===== config.mk =====
export PLATFORM = sky130hd
export DESIGN_NAME = coil_winding_traverse_stepper
export DESIGN_NICKNAME = d
export VERILOG_FILES = /design/src/hw/rtl/cwts_pkg.sv /design/src/hw/rtl/cwts_div.sv /design/src/hw/rtl/cwts_motion.sv /design/src/hw/rtl/coil_winding_traverse_stepper.sv
export SDC_FILE = /design/constraint.sdc
export NUM_CORES = 1
export LEC_CHECK = 0
export ABC_AREA = 1
export BUFFER_PORTS_ARGS = -buffer_cell sky130_fd_sc_hd__buf_2
export CORE_ASPECT_RATIO = 0.5
export CORE_MARGIN = 2
export CORE_UTILIZATION = 32
export DETAILED_ROUTE_END_ITERATION = 12
export PLACE_DENSITY = 0.54
export SLEW_MARGIN = 40
export SYNTH_ARGS = -nofsm -noshare
export SYNTH_HDL_FRONTEND = slang
export SYNTH_SLANG_ARGS = --single-unit

===== constraint.sdc =====
create_clock -name clk_i -period 3.7 [get_ports clk_i]
set_input_delay 0.555 -clock clk_i [delete_from_list [all_inputs] [get_ports clk_i]]
set_output_delay 0.555 -clock clk_i [all_outputs]
set_load 0.1 [all_outputs]

===== src/hw/rtl/cwts_pkg.sv =====
// Shared constants, codes and types of the coil winding traverse stepper.
`timescale 1ns / 1ps
package cwts_pkg;

  // Configuration register map
  localparam int REG_W     = 16;
  localparam int CFG_IDX_W = 2;
  localparam logic [CFG_IDX_W-1:0] REG_TURN_COUNT      = 2'd0;
  localparam logic [CFG_IDX_W-1:0] REG_COIL_LENGTH     = 2'd1;
  localparam logic [CFG_IDX_W-1:0] REG_SPIN_PER_CSTEP  = 2'd2;
  localparam logic [REG_W-1:0]     SPIN_PER_CSTEP_RST  = 16'd1;

  // Default geometry
  localparam int DEF_STEPS_PER_TURN     = 200;
  localparam int DEF_HOLDOFF_STEPS      = 1000;
  localparam int DEF_CARRIAGE_STEP_SIZE = 2;
  localparam int DEF_START_PAD          = 150;
  localparam int DEF_END_PAD            = 200;

  // Carriage position, 21-bit two's complement
  localparam int POS_W      = 21;
  localparam int COIL_SCALE = 10;

  // Percent output
  localparam int PCT_W     = 7;
  localparam int PCT_SCALE = 100;
  localparam logic [PCT_W-1:0] PCT_FULL = 7'd100;

  // Fault codes
  localparam int FAULT_W = 2;
  localparam logic [FAULT_W-1:0] FAULT_NONE     = 2'd0;
  localparam logic [FAULT_W-1:0] FAULT_CARRIAGE = 2'd1;
  localparam logic [FAULT_W-1:0] FAULT_SPIN     = 2'd2;

  // Motion status handed from the motion unit to the sequencer
  typedef struct packed {
    logic               run_active;
    logic               at_end;
    logic               fwd;
    logic [FAULT_W-1:0] fault;
    logic               spin;
    logic               carr;
  } cwts_status_t;

endpackage


===== src/hw/rtl/cwts_div.sv =====
// Iterative restoring divider for the percent-complete figure, one quotient bit a cycle.
`timescale 1ns / 1ps
module cwts_div #(
  parameter int TOT_W = 24
) (
  input  logic                      clk_i,
  input  logic                      rst_ni,
  input  logic                      start_i,
  input  logic [TOT_W-1:0]          dividend_i,
  input  logic [TOT_W-1:0]          divisor_i,
  output logic                      done_o,
  output logic [cwts_pkg::PCT_W-1:0] quotient_o
);
  import cwts_pkg::*;

  localparam int NUM_W = TOT_W + PCT_W;
  localparam int DEN_W = TOT_W + PCT_W - 1;
  localparam int CNT_W = $clog2(PCT_W);

  logic [NUM_W-1:0] rem_q;
  logic [DEN_W-1:0] den_q;
  logic [PCT_W-1:0] quo_q;
  logic [CNT_W-1:0] cnt_q;
  logic             busy_q;
  logic             done_q;
  logic             fits;

  // Trial subtract of the aligned divisor
  assign fits = ({1'b0, den_q} <= rem_q);

  always_ff @(posedge clk_i or negedge rst_ni) begin
    if (!rst_ni) begin
      busy_q <= 1'b0;
      done_q <= 1'b0;
      cnt_q  <= '0;
    end else if (start_i) begin
      busy_q <= 1'b1;
      done_q <= 1'b0;
      cnt_q  <= CNT_W'(PCT_W - 1);
    end else if (busy_q) begin
      if (cnt_q == '0) begin
        busy_q <= 1'b0;
        done_q <= 1'b1;
      end else begin
        cnt_q <= cnt_q - 1'b1;
      end
    end
  end

  always_ff @(posedge clk_i) begin
    if (start_i) begin
      rem_q <= NUM_W'(dividend_i) * NUM_W'(PCT_SCALE);
      den_q <= {divisor_i, (PCT_W-1)'(0)};
      quo_q <= '0;
    end else if (busy_q) begin
      if (fits) begin
        rem_q <= rem_q - {1'b0, den_q};
      end
      den_q <= den_q >> 1;
      quo_q <= {quo_q[PCT_W-2:0], fits};
    end
  end

  assign done_o     = done_q;
  assign quotient_o = quo_q;

endmodule


===== src/hw/rtl/cwts_motion.sv =====
// Winding state: step counters, carriage position, direction, holdoff and fault latch.
`timescale 1ns / 1ps
module cwts_motion #(
  parameter int TOT_W              = 24,
  parameter int HOLDOFF_STEPS      = cwts_pkg::DEF_HOLDOFF_STEPS,
  parameter int CARRIAGE_STEP_SIZE = cwts_pkg::DEF_CARRIAGE_STEP_SIZE,
  parameter int START_PAD          = cwts_pkg::DEF_START_PAD
) (
  input  logic                        clk_i,
  input  logic                        rst_ni,
  input  logic                        step_i,
  input  logic                        mode_i,
  input  logic                        fault_carriage_i,
  input  logic                        fault_spin_i,
  input  logic [TOT_W-1:0]            total_i,
  input  logic [cwts_pkg::POS_W-1:0]  far_end_i,
  input  logic [cwts_pkg::REG_W-1:0]  spin_per_cstep_i,
  output cwts_pkg::cwts_status_t      status_o,
  output logic [TOT_W-1:0]            step_total_o
);
  import cwts_pkg::*;

  localparam int HOLD_W = $clog2(HOLDOFF_STEPS + 1);

  logic [TOT_W-1:0]   step_q, step_d;
  logic [REG_W-1:0]   sub_q, sub_d;
  logic [POS_W-1:0]   pos_q, pos_d;
  logic               fwd_q, fwd_d;
  logic [HOLD_W-1:0]  hold_q, hold_d;
  logic [FAULT_W-1:0] fault_q, fault_d;
  logic               run_q, run_d;
  logic               spin_q, spin_d;
  logic               carr_q, carr_d;
  logic               at_end;
  logic               pos_gt_far;
  logic               pos_lt_start;
  logic [HOLD_W-1:0]  hold_dec;

  assign at_end       = (step_q >= total_i);
  assign pos_gt_far   = ($signed(pos_q) > $signed(far_end_i));
  assign pos_lt_start = ($signed(pos_q) < $signed(POS_W'(START_PAD)));
  assign hold_dec     = (hold_q != '0) ? hold_q - 1'b1 : hold_q;

  always_comb begin
    step_d  = step_q;
    sub_d   = sub_q;
    pos_d   = pos_q;
    fwd_d   = fwd_q;
    hold_d  = hold_q;
    fault_d = fault_q;
    run_d   = run_q;
    spin_d  = spin_q;
    carr_d  = carr_q;
    if (step_i) begin
      spin_d = 1'b0;
      carr_d = 1'b0;
      if (fault_q == FAULT_NONE) begin
        if (mode_i) begin
          step_d = '0;
          sub_d  = '0;
          pos_d  = '0;
          fwd_d  = 1'b1;
          hold_d = HOLD_W'(HOLDOFF_STEPS);
          run_d  = 1'b1;
        end else if (run_q && !at_end) begin
          if (fault_carriage_i) begin
            fault_d = FAULT_CARRIAGE;
          end else if (fault_spin_i) begin
            fault_d = FAULT_SPIN;
          end else begin
            spin_d = 1'b1;
            hold_d = hold_dec;
            // reverse at either end once the holdoff has run out
            if (hold_dec == '0 && pos_gt_far) begin
              fwd_d  = 1'b0;
              hold_d = HOLD_W'(HOLDOFF_STEPS);
            end else if (hold_dec == '0 && pos_lt_start) begin
              fwd_d  = 1'b1;
              hold_d = HOLD_W'(HOLDOFF_STEPS);
            end
            if (sub_q == spin_per_cstep_i) begin
              carr_d = 1'b1;
              pos_d  = fwd_d ? pos_q + POS_W'(CARRIAGE_STEP_SIZE)
                             : pos_q - POS_W'(CARRIAGE_STEP_SIZE);
              sub_d  = REG_W'(1);
            end else begin
              sub_d = sub_q + 1'b1;
            end
            step_d = step_q + 1'b1;
          end
        end
      end
    end
  end

  always_ff @(posedge clk_i or negedge rst_ni) begin
    if (!rst_ni) begin
      step_q  <= '0;
      sub_q   <= '0;
      pos_q   <= '0;
      fwd_q   <= 1'b1;
      hold_q  <= HOLD_W'(HOLDOFF_STEPS);
      fault_q <= FAULT_NONE;
      run_q   <= 1'b0;
      spin_q  <= 1'b0;
      carr_q  <= 1'b0;
    end else begin
      step_q  <= step_d;
      sub_q   <= sub_d;
      pos_q   <= pos_d;
      fwd_q   <= fwd_d;
      hold_q  <= hold_d;
      fault_q <= fault_d;
      run_q   <= run_d;
      spin_q  <= spin_d;
      carr_q  <= carr_d;
    end
  end

  assign status_o.run_active = run_q;
  assign status_o.at_end     = at_end;
  assign status_o.fwd        = fwd_q;
  assign status_o.fault      = fault_q;
  assign status_o.spin       = spin_q;
  assign status_o.carr       = carr_q;
  assign step_total_o        = step_q;

endmodule


===== src/hw/rtl/coil_winding_traverse_stepper.sv =====
// Top level of the coil winding traverse stepper: config registers, sequencer, output register.
//
// Usage: each input word is a start (mode 1) or a step tick (mode 0) with the two
// driver fault flags. Each input word yields exactly one output word: the spin and
// carriage pulses for that tick, the carriage direction, percent complete, the
// finished flag and the latched fault code.
// Configuration: write turn_count, coil_length and spin_per_carriage_step through
// cfg_we_i / cfg_index_i / cfg_wdata_i while no word is in flight.
// Timing: a word is taken when in_valid_i is high and in_stall_o low. The block then
// stalls its input while it latches the totals, updates the winding state, loads the
// subtract-and-compare divider, lets it produce the percent bits, flags completion and
// lands the result in the output register; only then can it take the next word.
// Stall: a result waits in the output register while out_stall_i is high; the next
// input word is already accepted, and its result is held back until the slot frees.
// Reset: counters clear, direction is forward, holdoff is full, no run is active,
// turn_count and coil_length read 0 and spin_per_carriage_step reads 1.
`timescale 1ns / 1ps
module coil_winding_traverse_stepper #(
  parameter int STEPS_PER_TURN     = cwts_pkg::DEF_STEPS_PER_TURN,
  parameter int HOLDOFF_STEPS      = cwts_pkg::DEF_HOLDOFF_STEPS,
  parameter int CARRIAGE_STEP_SIZE = cwts_pkg::DEF_CARRIAGE_STEP_SIZE,
  parameter int START_PAD          = cwts_pkg::DEF_START_PAD,
  parameter int END_PAD            = cwts_pkg::DEF_END_PAD
) (
  input  logic                            clk_i,
  input  logic                            rst_ni,
  input  logic                            cfg_we_i,
  input  logic [cwts_pkg::CFG_IDX_W-1:0]  cfg_index_i,
  input  logic [cwts_pkg::REG_W-1:0]      cfg_wdata_i,
  input  logic                            in_valid_i,
  output logic                            in_stall_o,
  input  logic                            in_mode_i,
  input  logic                            in_fault_carriage_i,
  input  logic                            in_fault_spin_i,
  output logic                            out_valid_o,
  input  logic                            out_stall_i,
  output logic                            out_spin_pulse_o,
  output logic                            out_carriage_pulse_o,
  output logic                            out_carriage_forward_o,
  output logic [cwts_pkg::PCT_W-1:0]      out_percent_done_o,
  output logic                            out_finished_o,
  output logic [cwts_pkg::FAULT_W-1:0]    out_fault_code_o
);
  import cwts_pkg::*;

  localparam int TOT_W = REG_W + $clog2(STEPS_PER_TURN + 1);

  localparam logic [2:0] ST_IDLE = 3'd0;
  localparam logic [2:0] ST_PREP = 3'd1;
  localparam logic [2:0] ST_STEP = 3'd2;
  localparam logic [2:0] ST_DIVS = 3'd3;
  localparam logic [2:0] ST_DIVW = 3'd4;
  localparam logic [2:0] ST_OUT  = 3'd5;

  logic [REG_W-1:0] turn_count_q;
  logic [REG_W-1:0] coil_length_q;
  logic [REG_W-1:0] spin_per_cstep_q;

  logic [2:0]       state_q, state_d;
  logic             mode_q, fc_q, fs_q;
  logic [TOT_W-1:0] total_q;
  logic [POS_W-1:0] far_end_q;

  cwts_status_t     status;
  logic [TOT_W-1:0] step_total;
  logic             div_done;
  logic [PCT_W-1:0] quotient;
  logic             in_take;
  logic             out_load;
  logic             out_take;
  logic [PCT_W-1:0] pct;

  // Configuration registers
  always_ff @(posedge clk_i or negedge rst_ni) begin
    if (!rst_ni) begin
      turn_count_q     <= '0;
      coil_length_q    <= '0;
      spin_per_cstep_q <= SPIN_PER_CSTEP_RST;
    end else if (cfg_we_i) begin
      unique case (cfg_index_i)
        REG_TURN_COUNT:     turn_count_q     <= cfg_wdata_i;
        REG_COIL_LENGTH:    coil_length_q    <= cfg_wdata_i;
        REG_SPIN_PER_CSTEP: spin_per_cstep_q <= cfg_wdata_i;
        default: ;
      endcase
    end
  end

  assign in_stall_o = (state_q != ST_IDLE);
  assign in_take    = in_valid_i && !in_stall_o;
  assign out_take   = out_valid_o && !out_stall_i;
  assign out_load   = (state_q == ST_OUT) && (!out_valid_o || !out_stall_i);

  always_comb begin
    state_d = state_q;
    unique case (state_q)
      ST_IDLE: if (in_take) state_d = ST_PREP;
      ST_PREP: state_d = ST_STEP;
      ST_STEP: state_d = ST_DIVS;
      ST_DIVS: state_d = ST_DIVW;
      ST_DIVW: if (div_done) state_d = ST_OUT;
      ST_OUT:  if (out_load) state_d = ST_IDLE;
      default: state_d = ST_IDLE;
    endcase
  end

  always_ff @(posedge clk_i or negedge rst_ni) begin
    if (!rst_ni) begin
      state_q <= ST_IDLE;
    end else begin
      state_q <= state_d;
    end
  end

  // Latch the input word and the per-run limits
  always_ff @(posedge clk_i) begin
    if (in_take) begin
      mode_q <= in_mode_i;
      fc_q   <= in_fault_carriage_i;
      fs_q   <= in_fault_spin_i;
    end
    if (state_q == ST_PREP) begin
      total_q   <= TOT_W'(turn_count_q) * TOT_W'(STEPS_PER_TURN);
      far_end_q <= POS_W'(coil_length_q) * POS_W'(COIL_SCALE) - POS_W'(END_PAD);
    end
  end

  cwts_motion #(
    .TOT_W              (TOT_W),
    .HOLDOFF_STEPS      (HOLDOFF_STEPS),
    .CARRIAGE_STEP_SIZE (CARRIAGE_STEP_SIZE),
    .START_PAD          (START_PAD)
  ) u_motion (
    .clk_i            (clk_i),
    .rst_ni           (rst_ni),
    .step_i           (state_q == ST_STEP),
    .mode_i           (mode_q),
    .fault_carriage_i (fc_q),
    .fault_spin_i     (fs_q),
    .total_i          (total_q),
    .far_end_i        (far_end_q),
    .spin_per_cstep_i (spin_per_cstep_q),
    .status_o         (status),
    .step_total_o     (step_total)
  );

  cwts_div #(
    .TOT_W (TOT_W)
  ) u_div (
    .clk_i      (clk_i),
    .rst_ni     (rst_ni),
    .start_i    (state_q == ST_DIVS),
    .dividend_i (step_total),
    .divisor_i  (total_q),
    .done_o     (div_done),
    .quotient_o (quotient)
  );

  // Zero with no run active; clamp to full once every step is taken, which also covers a zero-turn run
  always_comb begin
    if (!status.run_active) begin
      pct = '0;
    end else if (status.at_end) begin
      pct = PCT_FULL;
    end else begin
      pct = quotient;
    end
  end

  always_ff @(posedge clk_i or negedge rst_ni) begin
    if (!rst_ni) begin
      out_valid_o <= 1'b0;
    end else if (out_load) begin
      out_valid_o <= 1'b1;
    end else if (out_take) begin
      out_valid_o <= 1'b0;
    end
  end

  always_ff @(posedge clk_i) begin
    if (out_load) begin
      out_spin_pulse_o       <= status.spin;
      out_carriage_pulse_o   <= status.carr;
      out_carriage_forward_o <= status.fwd;
      out_percent_done_o     <= pct;
      out_finished_o         <= status.run_active && status.at_end;
      out_fault_code_o       <= status.fault;
    end
  end

endmodule


==> key figures, run 1 <==
Timing
  – Worst Tran Pin Value: roughly 0.64 ns
  – Final Hold Fails: 0
  – Final setup viols: 0
  – Period utilization: 94.0%
  – Skew final: 0.0169 ns
  – Hold WS: 0.162 ns
  – Min Tclk post-route: about 3.5 ns
  – Slew Limit Headroom: between 50% and 60%
  – Pins over their slew limit: 0
  – Fmax: approximately 290 MHz

Routing
  – Vias post-DR: 15.8k
  – Final ANT Viol Nets: 0
  – DRC Markers: 0
  – Via density: 4.71
  – Wirelength per Cell: 14.0 um
  – Initial drt markers: about 850
  – Initial DRT Pass Iterations: 5
  – Final WL: ~47 mm

Floorplan
  – Core area: 0.0613 sq mm
  – Die extent in x: 357 um
  – Starting Density: 32.5%
  – Die area: 0.0644 sq mm
  – Number of I/O pins: ~40
  – Chip height: 180 um
  – Rows: 64

Setup path
  – RR Startpoint: u_motion.step_total_o[3]
  – Worst R2R Setup Slack: 0.22 ns
  – Crit path max-delay family: adder cells
  – Worst Reg-to-Reg Cells: 15
  – Critical Path RT: 4.02 ns
  – Cells along the critical path: ha_1, ha_1, inv_1, fa_1, inv_1, ha_2, nand2_1, o21a_1, o21ai_2, nand3_1, o21ai_4, a21oi_1, xnor2_1, nand2_1, o21ai_0
  – Buf+Inv Stages, Crit Path: 2
  – Critical-path top delay cell: fa_1
  – CP endpoint kind: flip-flop
  – RR Endpoint: u_div.rem_q[19]
  – CP max stage delay: 0.49 ns
  – Crit. Startpoint: u_motion.step_total_o[3]
  – Crit Path Max Fanout: 5
  – CP Class: reg2reg
  – CP startpoint kind: flip-flop
  – Data arrival, critical path: 3.80 ns

Clock network
  – CTS root buf: clkbuf_16
  – CTS buffer count: 28
  – CTS tree: done
  – Worst-path clk slew: 0.06 ns
  – Clk sinks: 258
  – CTS H-tree lvls: 1
  – Worst-Skew Late Latency: 0.57 ns
  – Deepest clock path buffer count: 3

Worst hold path
  – HP Start: in_fault_carriage_i
  – Hold WC Path Type: in2reg
  – WHS Path Cells: 1
  – Worst Hold End: fc_q

Place
  – Hpwl dp: roughly 37 mm
  – Routability cong.: between 0.8 and 0.9
  – Port buffer count: 40

Status
  – Status: finished, final reports clean

Final layout
  – Fraction of layout cells with a size suffix above 1: 12.0%
  – Final #Nets: between 2k and 3k
  – Post-layout util: 37.3%
  – Area grow syn2layout: 14.7%
  – Antenna diode count: 0

Flow run
  – Max Cap Viol: 0

Pwr
  – Leakage Power: ~11 nW
  – VDD IR-drop max: 429 uV
  – Power Dens Cells: 736 mW/mm^2

Synth
  – Cells after synthesis: 2419
  – Ys async rst share: 51.6%
  – Prevailing post-synth register cell: dfrtp_1
  – Top-area cell type share of the netlist area: around 17%
  – Post-synthesis sequential area ratio: about a third
  – Yosys cell types: 65
  – Warnings, synthesis: 0
  – Synth area leaders: edfxtp_1 17%, ha_1 16%, dfrtp_1 16%
  – Syn Area/Cell: 8.24 sq um
  – Synth Register Bits: about 260
  – Yosys top cell by area: edfxtp_1
  – EDFF count, synth: 110
  – Synth top cells by count: 443 x nand2_1, 412 x inv_1, 255 x ha_1, 163 x nor2_1, 159 x a21oi_1
  – Top-count cell post-synth: nand2_1
  – Mapped Area: 0.0199 sq mm
  – Post-synth net total: 2733

Global routing
  – First-pass GRT wire length: 77.8 mm
  – Initial antenna violation count: 0
  – Gr usage total: ~15%
  – Vias in the first global route: roughly 16k
  – Gr ovfl total: 0
  – Pin count of the biggest net entering global routing: 79
registers in the layout (all words and copies together), names as in the netlist, 2 cells and up:
| signal | flops |
|---|---|
| u_div.quotient_o | 7 |
| u_motion.sub_q | 16 |
| u_motion.pos_q | 20 |
| far_end_q | 20 |
| u_div.cnt_q | 3 |
| u_div.rem_q | 31 |
| u_motion.fault_q | 2 |
| u_motion.hold_q | 10 |
| out_fault_code_o | 2 |
| state_q | 3 |
| total_q | 21 |
| spin_per_cstep_q | 16 |
| u_motion.step_total_o | 24 |
| coil_length_q | 16 |
| out_percent_done_o | 7 |
| turn_count_q | 16 |
| u_div.den_q | 30 |
placed cells by master, fill, tap and decap left out, drive strengths merged, types with 4 or more instances in the layout:
cell type / synthesis / routed
nor2: 173 / 173
a21boi: 5 / 5
edfxtp: 110 / 110
nand4: 42 / 42
o2111ai: 4 / 4
o22ai: 27 / 27
dfrtp: 125 / 125
nor3: 35 / 35
nand3b: 4 / 4
nand2: 455 / 457
a22oi: 12 / 12
a21o: 11 / 11
o21ai: 198 / 198
xor2: 73 / 73
buf: 16 / 96
clkinv: 2 / 7
inv: 426 / 427
o31ai: 5 / 5
xnor2: 51 / 51
o211ai: 4 / 4
o21bai: 6 / 6
o21a: 6 / 6
fa: 33 / 33
ha: 255 / 255
a31oi: 10 / 10
a21oi: 161 / 161
or2: 4 / 4
dfstp: 8 / 8
clkbuf: 24 / 40
nor4: 10 / 10
dfxtp: 15 / 15
nand3: 98 / 98
cells by family after synthesis:
logic type / after synthesis / synth area share [%]
fa+ha+maj: 288 / 19.3
flops: 258 / 34.8
xor+xnor: 124 / 5.64
simple gates: 825 / 18.3
buf+inv: 468 / 9.00
compound gates: 456 / 13.0
cell type report:
class / count / area, sq um
Fill cell: 6354 / 38500
Timing Repair Buffer: 97 / 682
Inverter: 428 / 1610
Multi-Input combinational cell: 1695 / 11500
Clock buffer: 40 / 893
Clock inverter: 12 / 151
Tap cell: 825 / 1030
Sequential cell: 258 / 6950
power by group:
group / internal (mW) / switching, mW / total (mW)
sequential: 4.35 / 0.480 / 4.83
combinational: 3.06 / 5.79 / 8.85
clock: 1.90 / 1.25 / 3.15
total: 9.31 / 7.52 / 16.8
metrics by stage:
stage / std cells / instance area (sq um) / TNS [ns] / total power [mW] / worst slack [ns]
detailed placement: 3289 / 21400 / -0.0222 / 13.5 / -0.0222
global route: 3355 / 22900 / -0.0331 / 18.4 / -0.0150
global placement: 3289 / 21400 / 0 / 13.5 / 0.0534
CTS: 3341 / 22400 / 0 / 16.8 / 0.0421
floorplan: 2419 / 19900 / 0 / 11.4 / 0.345
finish: 3355 / 22900 / 0 / 16.8 / 0.220
layer usage:
metal	track usage (%)	part of all wire [%]	vias up
met5	0	0	-
met3	1.80	3.2	54
met4	3.08	1.9	0
met2	25.3	47	196
met1	19.5	48	7365
li1	-	-	8193
timing repair:
item | CTS | global route
buffers inserted | 0 | 10
cloned | 0 | 2
pin swaps | 0 | 13
gates resized for setup | 1 | 79
endpoints found under the setup margin | 1 | 26
endpoints found under the hold margin | 0 | 30
hold buffers | 0 | 1
how the worst max path moves through the flow:
stage	to	slack, ns	cells after the start
2_1_floorplan	u_motion.pos_q[17]	0.34	25
4_1_cts	u_div.rem_q[27]	0.04	17
6_report	u_div.rem_q[19]	0.22	15
5_1_grt	u_div.rem_q[19]	-0.01	15
3_3_place_gp	u_div.rem_q[27]	0.05	17
3_5_place_dp	u_motion.pos_q[18]	-0.02	21
(Power assumes the default switching activity.)
==> inputs of run 2 (changes only) <==
PLACE_DENSITY = default   (was 0.54)
==> key figures, run 2 (same netlist as run 1, synthesis figures left out) <==
Final layout
  – Register area: 0.00694 sq mm (was 0.00695 sq mm)
  – Final #Nets: 2811 (was 2822)
  – Most common cell after layout, fill and taps aside: nand2_1 (unchanged)
  – Multi-input logic area: 0.0115 sq mm (about the same)
  – Antenna diode count: 0 (unchanged)
  – Commonest cells after routing, fill and taps aside: 436 x nand2_1, 407 x inv_1, 241 x ha_1 (was 435 x nand2_1, 407 x inv_1, 237 x ha_1)
  – Largest register FFs: 31 (unchanged)
  – Fraction of layout cells with a size suffix above 1: 11.5% (was 12.0%)
  – Post-layout util: 36.8% (was 37.3%)
  – Area grow syn2layout: 13.3% (was 14.7%)
  – Top reg by flops: u_div.rem_q (unchanged)
  – Fillers: 6312 (was 6354)

Clock network
  – CTS buffer count: 29 (was 28)
  – CTS root buf: clkbuf_16 (unchanged)
  – Clk sinks: 258 (unchanged)
  – CTS H-tree lvls: 1 (unchanged)
  – Deepest clock path buffer count: 3 (unchanged)
  – Worst-path clk slew: 0.06 ns (about the same)
  – Worst-Skew Late Latency: 0.57 ns (about the same)
  – CTS tree: done (unchanged)
  – Hold_buf cts: 0 (unchanged)

Routing
  – Vias post-DR: 15.8k (about the same)
  – Metal-1 WL: 22.2 mm (was 22.7 mm)
  – Max Used Layer: met4 (unchanged)
  – Met3 WL post-DR: 1.45 mm (was 1.52 mm)
  – DRC Markers: 0 (unchanged)
  – Final WL: 46.4 mm (was 47.1 mm)
  – Wirelength per Cell: 13.9 um (was 14.0 um)
  – Initial drt markers: 851 (unchanged)
  – Met2 routed WL: 21.4 mm (was 22.0 mm)
  – Final ANT Viol Nets: 0 (unchanged)
  – Initial DRT Pass Iterations: 5 (unchanged)
  – Via density: 4.74 (was 4.71)

Status
  – Status: finished with violations (was finished, final reports clean)
  – Failing checks: negative hold slack

Global routing
  – Gr usage total: 14.2% (was 14.6%)
  – First-pass GRT wire length: 76.7 mm (was 77.8 mm)
  – Pin count of the biggest net entering global routing: 77 (was 79)
  – Gr ovfl total: 0 (unchanged)
  – Vias in the first global route: 15.5k (was 15.8k)
  – Initial antenna violation count: 0 (unchanged)

Floorplan
  – Die area: 0.0644 sq mm (unchanged)
  – Number of I/O pins: 41 (unchanged)
  – Die extent in x: 357 um (unchanged)
  – Chip height: 180 um (unchanged)
  – Starting Density: 32.5% (unchanged)
  – Core area: 0.0613 sq mm (unchanged)
  – Rows: 64 (unchanged)

Setup path
  – Buf+Inv Stages, Crit Path: 2 (unchanged)
  – RR Startpoint: u_motion.step_total_o[3] (unchanged)
  – CP startpoint kind: flip-flop (unchanged)
  – Data arrival, critical path: 3.84 ns (was 3.80 ns)
  – Critical-path top delay cell: fa_1 (unchanged)
  – Crit Path Max Fanout: 5 (unchanged)
  – Crit. Startpoint: u_motion.step_total_o[3] (unchanged)
  – CP endpoint kind: flip-flop (unchanged)
  – Crit path max-delay family: adder cells (unchanged)
  – Critical Path RT: 4.00 ns (was 4.02 ns)
  – Cells along the critical path: ha_1, ha_1, inv_1, fa_1, inv_1, ha_1, a21oi_1, o21ai_0, nand2_1, nand3_1, a21oi_1, o21bai_1, xor2_1, nand2_1, o21ai_0 (was ha_1, ha_1, inv_1, fa_1, inv_1, ha_2, nand2_1, o21a_1, o21ai_2, nand3_1, o21ai_4, a21oi_1, xnor2_1, nand2_1, o21ai_0)
  – CP max stage delay: 0.50 ns (was 0.49 ns)
  – Cell mode on critical path: ha_1
  – CP Class: reg2reg (unchanged)

Timing
  – Pins over their slew limit: 0 (unchanged)
  – Worst Tran Pin Value: 0.756 ns (was 0.642 ns)
  – Worst Slack Setup Final: 0.161 ns (was 0.220 ns)
  – Min Tclk post-route: 3.54 ns (was 3.48 ns)
  – Fmax: 283 MHz (was 287 MHz)
  – Skew final: 0.0109 ns (was 0.0169 ns)
  – Slew Limit Headroom: 49.6% (was 57.1%)
  – Final setup viols: 0 (unchanged)
  – Period utilization: 95.6% (was 94.0%)
  – Setup_tns: 0 ns (unchanged)
  – Final Hold Fails: 1 (was 0)
  – Hold WS: -0.000162 ns (was 0.162 ns)

Flow run
  – Max Cap Viol: 0 (unchanged)

Pwr
  – Leakage Power: 11.2 nW (was 11.3 nW)
  – Power Dens Cells: 731 mW/mm^2 (was 736 mW/mm^2)
  – VDD IR-drop max: 378 uV (was 429 uV)

Place
  – Routability cong.: 0.876 (was 0.900)
  – Hpwl dp: 36.2 mm (was 36.7 mm)
  – Dpl ws: 0.0427 ns (was -0.0222 ns)
  – Port buffer count: 40 (unchanged)

Worst hold path
  – Hold WC Path Type: in2async (was in2reg)
[run 2: worst reg2reg max path: stages (launching register included)]
cell	delay [ns]
dfrtp_1	0.44
ha_1	0.33
ha_1	0.28
inv_1	0.05
fa_1	0.50
inv_1	0.04
ha_1	0.35
a21oi_1	0.21
o21ai_0	0.13
nand2_1	0.08
nand3_1	0.14
a21oi_1	0.30
o21bai_1	0.12
xor2_1	0.15
nand2_1	0.07
o21ai_0	0.08
[run 2: metal layers]
layer	GRT usage [%]	vias up
met2	24.1	225
met3	1.75	80
met1	19.0	7358
li1	-	8174
met5	0	-
met4	4.10	0
[run 2: area by class of cell]
class | instances | share of cell area (%)
sequential | 258 | 30.8
clock buffer | 44 | 3.87
tap | 825 | 4.57
inverter | 428 | 7.13
clock inverter | 9 | 0.299
multi-input combinational | 1693 | 50.9
timing repair buffer | 87 | 2.48
[run 2: timing repair]
item	4_1_cts	5_1_grt
setup endpoints to repair	0	19
gates resized for setup	0	70
setup buffers	0	7
[run 2: per-stage QoR]
stage          std cells  instance area (sq um)  total power, mW
6_report            3344                  22600             16.5
5_1_grt             3344                  22600             18.0
4_1_cts             3337                  22200             16.4
3_5_place_dp        3284                  21300             13.4
3_3_place_gp        3284                  21300             13.4
2_1_floorplan       2419                  19900             11.4
[run 2: final timing paths]
path,end,slack [ns],cells past startpoint
setup / recovery,u_div.rem_q[22],0.16,15
hold / removal,u_motion.step_total_o[4],-0.0002,1
setup reg to reg,u_div.rem_q[22],0.16,15
hold reg to reg,out_carriage_pulse_o,0.46,0
max in group asynchronous,u_motion.fwd_q,2.88,2
min in group clk_i,fs_q,0.16,1
[run 2: where the power goes]
part	internal, mW	switching, mW
Clock	1.63	1.23
Combinational	3.03	5.79
Sequential	4.35	0.470
Total	9.01	7.49
